### config.mk
export PLATFORM = sky130hd
export DESIGN_NAME = http_request_header_parser
export DESIGN_NICKNAME = d
export VERILOG_FILES = /design/src/rtl/hrp_pkg.sv /design/src/rtl/hrp_parser.sv /design/src/rtl/hrp_emitter.sv /design/src/rtl/http_request_header_parser.sv
export SDC_FILE = /design/constraint.sdc
export NUM_CORES = 1
export LEC_CHECK = 0
export ABC_CLOCK_PERIOD_IN_PS = 4750
export BUFFER_PORTS_ARGS = -buffer_cell sky130_fd_sc_hd__buf_2
export CAP_MARGIN = 40
export CORE_MARGIN = 3
export CORE_UTILIZATION = 40
export CTS_BUF_LIST = sky130_fd_sc_hd__clkbuf_16
export DETAILED_ROUTE_END_ITERATION = 12
export PLACE_DENSITY = 0.54
export SKIP_CTS_REPAIR_TIMING = 1
export SYNTH_ARGS = -nofsm -noshare
export SYNTH_HDL_FRONTEND = slang
export SYNTH_HIERARCHICAL = 1
export SYNTH_SLANG_ARGS = --single-unit
### constraint.sdc
create_clock -name clk -period 4.75 [get_ports clk]
set_clock_uncertainty 0.2 [all_clocks]
set_input_delay 0.2375 -clock clk [delete_from_list [all_inputs] [get_ports clk]]
set_output_delay 0.2375 -clock clk [all_outputs]
set_load 0.02 [all_outputs]
### src/rtl/hrp_pkg.sv
// Types, codes and match patterns shared by the request header parser.
// Depends on nothing; every other file imports it.
package hrp_pkg;

	// Parse phases of the request line and headers.
	localparam logic [2:0] PH_METHOD     = 3'd0;
	localparam logic [2:0] PH_PATH_START = 3'd1;
	localparam logic [2:0] PH_PATH       = 3'd2;
	localparam logic [2:0] PH_VERSION    = 3'd3;
	localparam logic [2:0] PH_HEADERS    = 3'd4;
	localparam logic [2:0] PH_ERROR      = 3'd5;

	// Accept header tracking.
	localparam logic [1:0] ACC_SEARCH = 2'd0;
	localparam logic [1:0] ACC_VALUE  = 2'd1;
	localparam logic [1:0] ACC_DONE   = 2'd2;

	// Accept-Encoding header tracking.
	localparam logic [1:0] ENS_NONE  = 2'd0;
	localparam logic [1:0] ENS_LINE  = 2'd1;
	localparam logic [1:0] ENS_GZIP  = 2'd2;
	localparam logic [1:0] ENS_UNSUP = 2'd3;

	// Result kinds.
	localparam logic [1:0] KIND_PATH    = 2'd0;
	localparam logic [1:0] KIND_VERSION = 2'd1;
	localparam logic [1:0] KIND_ACCEPT  = 2'd2;
	localparam logic [1:0] KIND_SUMMARY = 2'd3;

	// Reported encoding.
	localparam logic [1:0] ENC_NONE  = 2'd0;
	localparam logic [1:0] ENC_GZIP  = 2'd1;
	localparam logic [1:0] ENC_UNSUP = 2'd2;

	// Reported status.
	localparam logic [2:0] ST_OK         = 3'd0;
	localparam logic [2:0] ST_BAD_METHOD = 3'd1;
	localparam logic [2:0] ST_BAD_PATH   = 3'd2;
	localparam logic [2:0] ST_BAD_ENC    = 3'd3;
	localparam logic [2:0] ST_TRUNCATED  = 3'd4;

	localparam logic [2:0] METH_INVALID = 3'd0;

	// Steps of a result pack, emitted lowest first.
	localparam int STEP_DATA    = 0;
	localparam int STEP_DEF0    = 1;
	localparam int STEP_DEF1    = 2;
	localparam int STEP_DEF2    = 3;
	localparam int STEP_SUMMARY = 4;
	localparam int N_STEPS      = 5;

	localparam int METHOD_BYTES = 7;
	localparam int N_METHODS    = 6;
	localparam int ACC_PAT_LEN  = 8;
	localparam int ENC_PAT_LEN  = 17;
	localparam int GZIP_PAT_LEN = 4;

	localparam logic [7:0] CH_SPACE = 8'h20;
	localparam logic [7:0] CH_SLASH = 8'h2f;
	localparam logic [7:0] CH_QUERY = 8'h3f;
	localparam logic [7:0] CH_STAR  = 8'h2a;
	localparam logic [7:0] CH_CR    = 8'h0d;
	localparam logic [7:0] CH_LF    = 8'h0a;

	// GET, POST, HEAD, PUT, DELETE, OPTIONS, packed right-aligned.
	localparam logic [8*METHOD_BYTES-1:0] METHOD_WORDS [N_METHODS] = '{
		56'h474554, 56'h504f5354, 56'h48454144, 56'h505554,
		56'h44454c455445, 56'h4f5054494f4e53
	};
	localparam logic [2:0] METHOD_LENS [N_METHODS] = '{
		3'd3, 3'd4, 3'd4, 3'd3, 3'd6, 3'd7
	};

	typedef struct packed {
		logic [N_STEPS-1:0] mask;
		logic [1:0]         kind;
		logic [7:0]         data;
		logic [2:0]         meth;
		logic [1:0]         enc;
		logic [2:0]         st;
	} hrp_pack_t;

	function automatic logic [7:0] accept_pat(input logic [2:0] idx);
		logic [7:0] c;
		unique case (idx)
			3'd0: c = 8'h41; // A
			3'd1: c = 8'h63; // c
			3'd2: c = 8'h63; // c
			3'd3: c = 8'h65; // e
			3'd4: c = 8'h70; // p
			3'd5: c = 8'h74; // t
			3'd6: c = 8'h3a; // :
			3'd7: c = 8'h20; // space
			default: c = 8'h00;
		endcase
		return c;
	endfunction

	function automatic logic [7:0] encoding_pat(input logic [4:0] idx);
		logic [7:0] c;
		unique case (idx)
			5'd0:  c = 8'h41; // A
			5'd1:  c = 8'h63; // c
			5'd2:  c = 8'h63; // c
			5'd3:  c = 8'h65; // e
			5'd4:  c = 8'h70; // p
			5'd5:  c = 8'h74; // t
			5'd6:  c = 8'h2d; // -
			5'd7:  c = 8'h45; // E
			5'd8:  c = 8'h6e; // n
			5'd9:  c = 8'h63; // c
			5'd10: c = 8'h6f; // o
			5'd11: c = 8'h64; // d
			5'd12: c = 8'h69; // i
			5'd13: c = 8'h6e; // n
			5'd14: c = 8'h67; // g
			5'd15: c = 8'h3a; // :
			5'd16: c = 8'h20; // space
			default: c = 8'h00;
		endcase
		return c;
	endfunction

	function automatic logic [7:0] gzip_pat(input logic [1:0] idx);
		logic [7:0] c;
		unique case (idx)
			2'd0: c = 8'h67; // g
			2'd1: c = 8'h7a; // z
			2'd2: c = 8'h69; // i
			2'd3: c = 8'h70; // p
			default: c = 8'h00;
		endcase
		return c;
	endfunction

endpackage

### src/rtl/hrp_parser.sv
// Byte parser: phase register, method collector and header matchers.
// Builds the result pack for each accepted byte. Depends on hrp_pkg.
module hrp_parser #(
	parameter int METHOD_MAX_CHARS = 9
) (
	input  logic              clk,
	input  logic              arst_n,
	input  logic              accept,
	input  logic [7:0]        char_byte,
	input  logic              end_of_request,
	output hrp_pkg::hrp_pack_t pack
);
	import hrp_pkg::*;

	localparam int LEN_W = $clog2(METHOD_MAX_CHARS + 1);

	logic [2:0]                  phase_q, phase_n;
	logic [8*METHOD_BYTES-1:0]   mchars_q, mchars_n;
	logic [LEN_W-1:0]            mlen_q, mlen_n;
	logic                        query_q, query_n;
	logic [3:0]                  acc_pos_q, acc_pos_n;
	logic [1:0]                  acc_st_q, acc_st_n;
	logic [4:0]                  enc_pos_q, enc_pos_n;
	logic [2:0]                  gz_pos_q, gz_pos_n;
	logic [1:0]                  enc_st_q, enc_st_n;
	logic [2:0]                  err_q, err_n;

	logic       eol;
	logic [2:0] meth_class;
	logic [3:0] acc_step;
	logic [4:0] enc_step;
	logic [2:0] gz_step;
	logic [1:0] enc_fin;

	assign eol = (char_byte == CH_CR) || (char_byte == CH_LF);

	always_comb begin
		meth_class = METH_INVALID;
		for (int i = 0; i < N_METHODS; i++) begin
			if (mlen_q == LEN_W'(METHOD_LENS[i]) && mchars_q == METHOD_WORDS[i]) begin
				meth_class = 3'(i + 1);
			end
		end
	end

	// Pattern matchers; no pattern repeats its first byte, so a miss
	// restarts at one or zero.
	always_comb begin
		if (acc_pos_q < 4'(ACC_PAT_LEN) && char_byte == accept_pat(acc_pos_q[2:0])) begin
			acc_step = acc_pos_q + 4'd1;
		end else begin
			acc_step = (char_byte == accept_pat(3'd0)) ? 4'd1 : 4'd0;
		end
		if (enc_pos_q < 5'(ENC_PAT_LEN) && char_byte == encoding_pat(enc_pos_q)) begin
			enc_step = enc_pos_q + 5'd1;
		end else begin
			enc_step = (char_byte == encoding_pat(5'd0)) ? 5'd1 : 5'd0;
		end
		if (gz_pos_q < 3'(GZIP_PAT_LEN) && char_byte == gzip_pat(gz_pos_q[1:0])) begin
			gz_step = gz_pos_q + 3'd1;
		end else begin
			gz_step = (char_byte == gzip_pat(2'd0)) ? 3'd1 : 3'd0;
		end
	end

	always_comb begin
		phase_n   = phase_q;
		mchars_n  = mchars_q;
		mlen_n    = mlen_q;
		query_n   = query_q;
		acc_pos_n = acc_pos_q;
		acc_st_n  = acc_st_q;
		enc_pos_n = enc_pos_q;
		gz_pos_n  = gz_pos_q;
		enc_st_n  = enc_st_q;
		err_n     = err_q;
		enc_fin   = ENC_NONE;
		pack      = '0;

		unique case (phase_q)
			PH_METHOD: begin
				if (char_byte == CH_SPACE || char_byte == 8'h00 ||
				    mlen_q >= LEN_W'(METHOD_MAX_CHARS)) begin
					if (meth_class == METH_INVALID) begin
						err_n   = ST_BAD_METHOD;
						phase_n = PH_ERROR;
					end else begin
						phase_n = PH_PATH_START;
					end
				end else begin
					if (mlen_q < LEN_W'(METHOD_BYTES)) begin
						mchars_n = {mchars_q[8*METHOD_BYTES-9:0], char_byte};
					end
					mlen_n = mlen_q + LEN_W'(1);
				end
			end
			PH_PATH_START: begin
				if (char_byte == CH_SLASH) begin
					pack.mask[STEP_DATA] = 1'b1;
					pack.kind            = KIND_PATH;
					pack.data            = char_byte;
					phase_n              = PH_PATH;
				end else begin
					err_n   = ST_BAD_PATH;
					phase_n = PH_ERROR;
				end
			end
			PH_PATH: begin
				if (char_byte == CH_SPACE) begin
					phase_n = PH_VERSION;
				end else if (char_byte == CH_QUERY) begin
					query_n = 1'b1;
				end else if (!query_q) begin
					pack.mask[STEP_DATA] = 1'b1;
					pack.kind            = KIND_PATH;
					pack.data            = char_byte;
				end
			end
			PH_VERSION: begin
				if (eol) begin
					phase_n = PH_HEADERS;
				end else begin
					pack.mask[STEP_DATA] = 1'b1;
					pack.kind            = KIND_VERSION;
					pack.data            = char_byte;
				end
			end
			PH_HEADERS: begin
				if (acc_st_q == ACC_SEARCH) begin
					if (acc_step >= 4'(ACC_PAT_LEN)) begin
						acc_st_n  = ACC_VALUE;
						acc_pos_n = '0;
					end else begin
						acc_pos_n = acc_step;
					end
				end else if (acc_st_q == ACC_VALUE) begin
					if (eol) begin
						acc_st_n = ACC_DONE;
					end else begin
						pack.mask[STEP_DATA] = 1'b1;
						pack.kind            = KIND_ACCEPT;
						pack.data            = char_byte;
					end
				end
				if (enc_st_q == ENS_NONE) begin
					if (enc_step >= 5'(ENC_PAT_LEN)) begin
						enc_st_n  = ENS_LINE;
						enc_pos_n = '0;
						gz_pos_n  = '0;
					end else begin
						enc_pos_n = enc_step;
					end
				end else if (enc_st_q == ENS_LINE) begin
					if (eol) begin
						enc_st_n = ENS_UNSUP;
					end else begin
						gz_pos_n = gz_step;
						if (gz_step >= 3'(GZIP_PAT_LEN)) begin
							enc_st_n = ENS_GZIP;
						end
					end
				end
			end
			default: begin
			end
		endcase

		if (end_of_request) begin
			pack.mask[STEP_SUMMARY] = 1'b1;
			// The word is only complete once the phase has left method.
			pack.meth = (phase_n != PH_METHOD && err_n != ST_BAD_METHOD) ?
				meth_class : METH_INVALID;
			if (err_n != ST_OK) begin
				pack.st = err_n;
			end else if (phase_n != PH_HEADERS) begin
				pack.st = ST_TRUNCATED;
			end else begin
				priority if (enc_st_n == ENS_GZIP) begin
					enc_fin = ENC_GZIP;
				end else if (enc_st_n == ENS_LINE || enc_st_n == ENS_UNSUP) begin
					enc_fin = ENC_UNSUP;
				end else begin
					enc_fin = ENC_NONE;
				end
				pack.enc = enc_fin;
				pack.st  = (enc_fin == ENC_UNSUP) ? ST_BAD_ENC : ST_OK;
				if (acc_st_n == ACC_SEARCH) begin
					pack.mask[STEP_DEF0] = 1'b1;
					pack.mask[STEP_DEF1] = 1'b1;
					pack.mask[STEP_DEF2] = 1'b1;
				end
			end
		end
	end

	always_ff @(posedge clk or negedge arst_n) begin
		if (!arst_n) begin
			phase_q   <= PH_METHOD;
			mchars_q  <= '0;
			mlen_q    <= '0;
			query_q   <= 1'b0;
			acc_pos_q <= '0;
			acc_st_q  <= ACC_SEARCH;
			enc_pos_q <= '0;
			gz_pos_q  <= '0;
			enc_st_q  <= ENS_NONE;
			err_q     <= ST_OK;
		end else if (accept) begin
			if (end_of_request) begin
				phase_q   <= PH_METHOD;
				mchars_q  <= '0;
				mlen_q    <= '0;
				query_q   <= 1'b0;
				acc_pos_q <= '0;
				acc_st_q  <= ACC_SEARCH;
				enc_pos_q <= '0;
				gz_pos_q  <= '0;
				enc_st_q  <= ENS_NONE;
				err_q     <= ST_OK;
			end else begin
				phase_q   <= phase_n;
				mchars_q  <= mchars_n;
				mlen_q    <= mlen_n;
				query_q   <= query_n;
				acc_pos_q <= acc_pos_n;
				acc_st_q  <= acc_st_n;
				enc_pos_q <= enc_pos_n;
				gz_pos_q  <= gz_pos_n;
				enc_st_q  <= enc_st_n;
				err_q     <= err_n;
			end
		end
	end

endmodule

### src/rtl/hrp_emitter.sv
// Pack register and output register: walks the results of one request byte
// onto the result channel one a cycle while not stalled. Depends on hrp_pkg.
module hrp_emitter (
	input  logic               clk,
	input  logic               arst_n,
	input  logic               load,
	input  hrp_pkg::hrp_pack_t pack,
	output logic               pack_free,
	output logic               result_valid,
	input  logic               result_stall,
	output logic [1:0]         item_kind,
	output logic [7:0]         data_byte,
	output logic [2:0]         method_code,
	output logic [1:0]         encoding_code,
	output logic [2:0]         status_code,
	output logic               last_result
);
	import hrp_pkg::*;

	hrp_pack_t          pack_s1;
	logic [N_STEPS-1:0] sel;
	logic [N_STEPS-1:0] mask_left;
	logic               out_free;
	logic               move;

	logic [1:0] kind_d;
	logic [7:0] data_d;
	logic [2:0] meth_d;
	logic [1:0] enc_d;
	logic [2:0] st_d;
	logic       last_d;

	logic       valid_q;
	logic [1:0] kind_q;
	logic [7:0] data_q;
	logic [2:0] meth_q;
	logic [1:0] enc_q;
	logic [2:0] st_q;
	logic       last_q;

	// Lowest pending step goes first.
	assign sel       = pack_s1.mask & (~pack_s1.mask + N_STEPS'(1));
	assign out_free  = !valid_q || !result_stall;
	assign move      = (pack_s1.mask != '0) && out_free;
	assign mask_left = move ? (pack_s1.mask & ~sel) : pack_s1.mask;
	assign pack_free = (mask_left == '0);

	always_ff @(posedge clk or negedge arst_n) begin
		if (!arst_n) begin
			pack_s1 <= '0;
		end else if (load) begin
			pack_s1 <= pack;
		end else begin
			pack_s1.mask <= mask_left;
		end
	end

	always_comb begin
		kind_d = KIND_ACCEPT;
		data_d = CH_STAR;
		meth_d = METH_INVALID;
		enc_d  = ENC_NONE;
		st_d   = ST_OK;
		last_d = 1'b0;
		priority if (sel[STEP_DATA]) begin
			kind_d = pack_s1.kind;
			data_d = pack_s1.data;
		end else if (sel[STEP_DEF1]) begin
			data_d = CH_SLASH;
		end else if (sel[STEP_SUMMARY]) begin
			kind_d = KIND_SUMMARY;
			data_d = 8'h00;
			meth_d = pack_s1.meth;
			enc_d  = pack_s1.enc;
			st_d   = pack_s1.st;
			last_d = 1'b1;
		end else begin
			data_d = CH_STAR;
		end
	end

	always_ff @(posedge clk or negedge arst_n) begin
		if (!arst_n) begin
			valid_q <= 1'b0;
		end else if (out_free) begin
			valid_q <= move;
		end
	end

	always_ff @(posedge clk) begin
		if (move) begin
			kind_q <= kind_d;
			data_q <= data_d;
			meth_q <= meth_d;
			enc_q  <= enc_d;
			st_q   <= st_d;
			last_q <= last_d;
		end
	end

	assign result_valid  = valid_q;
	assign item_kind     = kind_q;
	assign data_byte     = data_q;
	assign method_code   = meth_q;
	assign encoding_code = enc_q;
	assign status_code   = st_q;
	assign last_result   = last_q;

endmodule

### src/rtl/http_request_header_parser.sv
// HTTP request line and header parser, top level. Uses hrp_parser, hrp_emitter.
// An accepted byte's results pass through the pack register and then the output
// register to the result port; a stalled result side holds them in place.
// Throughput: one byte a cycle while each byte yields at most one result and
// the result side is not stalled; a byte that yields more results holds the
// byte channel until its last result moves to the single result port's register.
// Async active-low reset restores the method phase, empties pack and output regs.
module http_request_header_parser #(
	parameter int METHOD_MAX_CHARS = 9
) (
	input  logic       clk,
	input  logic       arst_n,
	input  logic       char_valid,
	output logic       char_stall,
	input  logic [7:0] char_byte,
	input  logic       end_of_request,
	output logic       result_valid,
	input  logic       result_stall,
	output logic [1:0] item_kind,
	output logic [7:0] data_byte,
	output logic [2:0] method_code,
	output logic [1:0] encoding_code,
	output logic [2:0] status_code,
	output logic       last_result
);
	import hrp_pkg::*;

	hrp_pack_t pack;
	logic      pack_free;
	logic      accept;

	assign char_stall = !pack_free;
	assign accept     = char_valid && pack_free;

	hrp_parser #(
		.METHOD_MAX_CHARS(METHOD_MAX_CHARS)
	) u_parser (
		.clk            (clk),
		.arst_n         (arst_n),
		.accept         (accept),
		.char_byte      (char_byte),
		.end_of_request (end_of_request),
		.pack           (pack)
	);

	hrp_emitter u_emitter (
		.clk           (clk),
		.arst_n        (arst_n),
		.load          (accept),
		.pack          (pack),
		.pack_free     (pack_free),
		.result_valid  (result_valid),
		.result_stall  (result_stall),
		.item_kind     (item_kind),
		.data_byte     (data_byte),
		.method_code   (method_code),
		.encoding_code (encoding_code),
		.status_code   (status_code),
		.last_result   (last_result)
	);

endmodule

[Word level (Yosys, flattened, before mapping)]
Memory sizes are Yosys's and may differ from the RTL's.
Index checks and enable logic that the tools add are counted.
Operators by class
  add/subtract/negate cells: 5
  multiply operators: 0
  divide/modulo/power cells: 0
  $lt $le $gt $ge: 8
  equal/unequal tests: 39
  shift operators: 0
  mux-type cells: 97
  bitwise logic cells: 5
  reduce and logical (&&, ||, !) cells: 47
Operator list (number)
  two-way mux 56 bit: 4
  == test 56 x 23 -> 1 bit (second input constant): 2
  == test 56 x 31 -> 1 bit (second input constant): 2
  two-way mux 11 bit: 8
  two-way mux 3 bit: 28
  == test 56 x 47 -> 1 bit (second input constant): 1
  == test 56 x 55 -> 1 bit (second input constant): 1
  two-way mux 2 bit: 23
  case mux 11 bit (4 select lines): 1
  two-way mux 4 bit: 9
  two-way mux 5 bit: 7
  case mux 8 bit (4 select lines): 1
  == test 8 x 6 -> 1 bit (second input constant): 3
  == test 8 bit: 3
  two-way mux 8 bit: 3
  == test 8 x 4 -> 1 bit (second input constant): 2
  == test 8 x 7 -> 1 bit (second input constant): 2
  nonzero test 2 bit: 7
  == test 4 x 3 -> 1 bit (second input constant): 3
  logical AND 1 bit: 12
  case mux 3 bit (4 select lines): 1
  adder 5 x 1 -> 5 bit (second input constant): 2
  bitwise AND 5 bit: 2
  == test 2 bit (second input constant): 5
  other kinds (35): 69
Storage, ports and cells
  bits in registers: 126
  bits in latches: 0
  RAM bits: 0
  memory bits (read-only): 280
  output and inout bits: 21
  logic and storage cells: 226
  memories kept: 2
Memory list
  (name not given): depth 32, bits a word 7, rd ports 1, clocked after Yosys merged registers in 0, write ports 0, line hrp_pkg.sv:101  | unique case (idx)
  (name not given): depth 8, bits a word 7, rd ports 1, clocked after Yosys merged registers in 0, write ports 0, line hrp_pkg.sv:85  | unique case (idx)

[Depth between registers and ports, before layout]
  depth after elaboration: 23
  gate-level depth with buffers: 12
  depth with buffers taken out: 11

[Cells and area by module]
The synthesis kept the hierarchy.
By module, submodules not included
  hrp_parser: instances 1, cells each 530, area each 5138.7 µm², sequential area each 2077.0 µm²
  hrp_emitter: instances 1, cells each 121, area each 1701.6 µm², sequential area each 1171.1 µm²
  http_request_header_parser: instances 1, cells each 2, area each 10.0 µm², sequential area each 0.0 µm²

[Worst setup path after synthesis]
Ideal clock, no wire load.
  path kind: reg2reg
  from: register u_emitter.valid_q, in the netlist u_emitter/result_valid
  to: register u_parser.mchars_q[20]
  arrival time: 2647 ps
  slack: 1782 ps
  stages on the path, launching flop included: 13
  path buffers: 4
  clock period less this slack: 2968 ps
  cells stage by stage: dfrtp_1 > and2_1 > clkbuf_1 > a2111o_1 > nand2_1 > and2_1 > clkbuf_1 > inv_1 > nor2_1 > a21oi_1 > buf_2 > buf_2 > a22o_1
On the way
  word-level cells in the longest chain between the ends: 7
RTL lines
  from (decl): line hrp_emitter.sv:33  | logic valid_q;
  from (signal assigned): line hrp_emitter.sv:86  | valid_q <= move;
  zero test 1 bit: line hrp_emitter.sv:43  | assign out_free = !valid_q || !result_stall;
  logical OR 1 bit: line hrp_emitter.sv:43
  logical AND 1 bit: line hrp_emitter.sv:44  | assign move = (pack_s1.mask != '0) && out_free;
  two-way mux 5 bit: line hrp_emitter.sv:45  | assign mask_left = move ? (pack_s1.mask & ~sel) : pack_s1.mask;
  zero test 5 bit: line hrp_emitter.sv:46  | assign pack_free = (mask_left == '0);
  named net pack_free: line http_request_header_parser.sv:29  | logic pack_free;
  logical AND 1 bit: line http_request_header_parser.sv:33  | assign accept = char_valid && pack_free;
  named net accept: line http_request_header_parser.sv:30  | logic accept;
  AND reduction 4 bit (no line)
  to (signal assigned): line hrp_parser.sv:222  | mchars_q <= mchars_n;
  to (decl): line hrp_parser.sv:18  | logic [8*METHOD_BYTES-1:0] mchars_q, mchars_n;
The timed path passes the listed nets, and every way through them passes these cells.
A chain may end at the register's enable or synchronous reset.

[Worst setup path in the final report]
  from: register u_emitter/pack_s1[20] in the netlist's numbering
  to: register u_parser.mchars_q[48]
On the way
  word-level cells in the longest chain between the ends: 9
  elaborated cells on any way between the ends: 11
  classes of those cells: 1 x add/sub; 1 x mux; 4 x bitwise; 5 x reduce/logical
RTL lines
  from (decl): line hrp_emitter.sv:20  | hrp_pack_t pack_s1;
  from (signal assigned): line hrp_emitter.sv:52  | pack_s1 <= pack;
  inverter 5 bit: line hrp_emitter.sv:42  | assign sel = pack_s1.mask & (~pack_s1.mask + N_STEPS'(1));
  adder 5 x 1 -> 5 bit: line hrp_emitter.sv:42
  bitwise AND 5 bit: line hrp_emitter.sv:42
  inverter 5 bit: line hrp_emitter.sv:45
  bitwise AND 5 bit: line hrp_emitter.sv:45
  two-way mux 5 bit *: line hrp_emitter.sv:45
  zero test 5 bit *: line hrp_emitter.sv:46
  named net pack_free: line http_request_header_parser.sv:29
  logical AND 1 bit *: line http_request_header_parser.sv:33
  named net accept: line http_request_header_parser.sv:30
  AND reduction 4 bit (no line) *
Mark *: on every way through the listed nets, which the timed path passes. The rest lies on a longest branch.

==> impl_metrics.env <==
export IMPL_fp_row_count=47
export IMPL_synth_area_leaders="dfrtp_1 39%, edfxtp_1 8.3%, a22o_1 8.1%"
export IMPL_leakage_uw=0.00340
export IMPL_areaGrowthSynthToFinish_pct=14.3
export IMPL_maxSlewHeadroom_pct=47.1
export IMPL_remaining_drc_errors=0
export IMPL_min_period_ns=3.40
export IMPL_grt_usage_pct=17.7
export IMPL_rsz0062_at_grt="no"
export IMPL_yosys_area_top_type="dfrtp_1"
export IMPL_clk_latency_ns=0.42
export IMPL_post_route_period_util_pct=71.5
export IMPL_worst_ep_required_time_ns=4.85
export IMPL_synth_ff_type="dfrtp_1"
export IMPL_grt_max_degree=61
export IMPL_clockBufferDepth=2
export IMPL_dp_hpwl_um=11200
export IMPL_end_kind="register"
export IMPL_ios=34
export IMPL_drt_wirelength_per_cell_um=17.5
export IMPL_slew_viol_final=0
export IMPL_htree_levels=4
export IMPL_cts_buffers=17
export IMPL_min_delay_path_class="in2reg"
export IMPL_postSynth_asyncResetShare_pct=84.9
export IMPL_vias=5146
export IMPL_ys_seq_elements=126
export IMPL_path_class="reg2reg"
export IMPL_crit_top_cell="buf_4"
export IMPL_design_die_area_mm2=0.0187
export IMPL_peakVddDrop_v=0.000255
export IMPL_grt_overflow=0
export IMPL_fin_area_mm2=0.00783
export IMPL_first_global_vias=4840
export IMPL_pwr_density_cell_mw_per_mm2=370
export IMPL_cp_arrival_ns=3.50
export IMPL_placed_area_mm2=0.00718
export IMPL_yosysWarnings=6
export IMPL_syn_area_per_cell_um2=10.5
export IMPL_diodes=0
export IMPL_grt_pass1_wl_um=26000
export IMPL_drt_pass1_iter_count=4
export IMPL_yosys_cell_types_count=83
export IMPL_tns_ns=0
export IMPL_slowest_delay_ns=0.53
export IMPL_cts_tree="yes"
export IMPL_mostFrequentLayoutCell="dfrtp_1"
export IMPL_syn_cell_area_mm2=0.00685
export IMPL_drive_gt1_share_pct=15.2
export IMPL_cts_clk_slew_worst_paths_ns=0.06
export IMPL_final_core_utilization_pct=46.9
export IMPL_core_area_mm2=0.0167
export IMPL_first_iter_violations=428
export IMPL_max_slew_worst_pin_slew_ns=0.773
export IMPL_start_util_pct=41.0
export IMPL_final_hold_viol_count=0
export IMPL_synth_nets=688
export IMPL_wirelength_um=15900
export IMPL_syn_inst=653
export IMPL_fin_nets=708
export IMPL_cap_viol_max_count=0
export IMPL_portBuffers=33
export IMPL_setup_viol=0
export IMPL_synth_edff_count=19
export IMPL_clock_sinks=126
export IMPL_start_kind="register"
export IMPL_die_width_um=137
export IMPL_max_freq_mhz=294
export IMPL_status="finished clean"
export IMPL_cp_max_fo=38
export IMPL_gp_congestion=0.894
export IMPL_ys_seq_area_share_pct=47.4
export IMPL_slowest_stage="nor2_1"
export IMPL_layout_common_cells="107 x dfrtp_1, 63 x a22o_1, 47 x nor2_1"
export IMPL_antenna_found_initial=0
export IMPL_crit_chain="or2_2 -> a2111o_1 -> nand2_1 -> and2_1 -> buf_4 -> inv_1 -> nor2_1 -> a21oi_4 -> buf_4 -> a22o_1"
export IMPL_die_h_um=137
export IMPL_holdWs_ns=0.0107
export IMPL_root_buffer="clkbuf_16"
export IMPL_vias_per_cell=5.68
export IMPL_drtAntennaViolNets=0
export IMPL_synth_top_area_share_pct=39.1
[metal layers]
metal | vias to the layer above | track usage, % | share of wire (%)
li1 | 2477 | - | -
met1 | 2528 | 26.0 | 50
met2 | 121 | 25.8 | 44
met3 | 20 | 4.12 | 4.0
met4 | 0 | 5.93 | 1.5
met5 | - | 0 | 0
[final timing paths]
path	end	from	slack (ns)	depth (start not counted)
min in group asynchronous	u_parser/mchars_q[46]	arst_n	0.02	2
setup reg to reg	u_parser/mchars_q[48]	u_emitter/pack_s1[20]	1.35	10
hold / removal	u_parser/mchars_q[5]	char_byte[5]	0.01	2
max in group asynchronous	u_emitter/pack_s1[2]	arst_n	3.64	3
hold reg to reg	u_emitter/pack_s1[2]	u_emitter/pack_s1[2]	0.30	1
setup / recovery	u_parser/mchars_q[48]	u_emitter/pack_s1[20]	1.35	10
[layout make-up]
class,count,area [um2]
sequential,126,3250
clock inverter,15,203
tap,220,275
clock buffer,17,425
multi-input combinational,457,3290
timing repair buffer,42,280
fill,1581,8870
inverter,29,109
[Yosys cell counts (5+ instances only)]
cell type,count
and2_1,23
nand2_1,38
inv_1,29
nor3b_1,5
clkbuf_1,16
nor2_1,47
and3_1,9
o21ai_0,27
edfxtp_1,19
xnor2_1,7
nand2b_1,8
ha_1,22
nor4_1,14
mux2_2,16
nand3_1,15
nand4_1,16
nor2b_1,8
xor2_1,8
buf_4,5
mux2i_1,6
nor3_1,13
dfrtp_1,107
a21oi_1,18
a22o_1,63
buf_2,16
[metrics by stage]
stage | worst slack (ns) | cells | power [uW]
global placement | 1.41 | 870 | 1520
global route | 1.05 | 906 | 3010
floorplan | 1.78 | 653 | 1430
finish | 1.35 | 906 | 2900
CTS | 1.37 | 904 | 2930
detailed placement | 1.39 | 872 | 1530
[registers in the layout, indices dropped and copies added (netlist names)]
name	count
u_emitter/status_code	3
u_parser/acc_pos_q	4
u_parser/err_q	3
u_emitter/item_kind	2
u_parser/mlen_q	4
u_emitter/data_byte	8
u_emitter/encoding_code	2
u_parser/mchars_q	56
u_emitter/method_code	3
u_parser/acc_st_q	2
u_parser/query_q	1
u_emitter/result_valid	1
u_parser/enc_st_q	2
u_parser/gz_pos_q	3
u_emitter/pack_s1	23
u_parser/enc_pos_q	5
u_parser/phase_q	3
u_emitter/last_result	1
[critical path: cells and delay by family (launching register included)]
kind | cells | cell delay, ns
DFF | 1 | 0.45
and+or+nand+nor | 4 | 1.10
buffers and inverters | 3 | 0.73
AOI/OAI and AO/OA | 3 | 0.77
[where the power goes]
part	internal (uW)	switching (uW)	total [uW]
Sequential	1150	54.8	1200
Clock	920	466	1390
Combinational	117	189	306
[kinds of logic after synthesis]
family                     after synthesis  share of synthesized area (%)
DFF                                    126                           47.4
and+or+nand+nor                        234                           19.3
AOI/OAI and AO/OA                      162                           18.4
xor gates and xnor gates                15                           1.92
adders and majority gates               22                           4.02
muxes                                   24                           4.22
buffers and inverters                   70                           4.73
No activity file was read; power rests on OpenSTA's default activity.
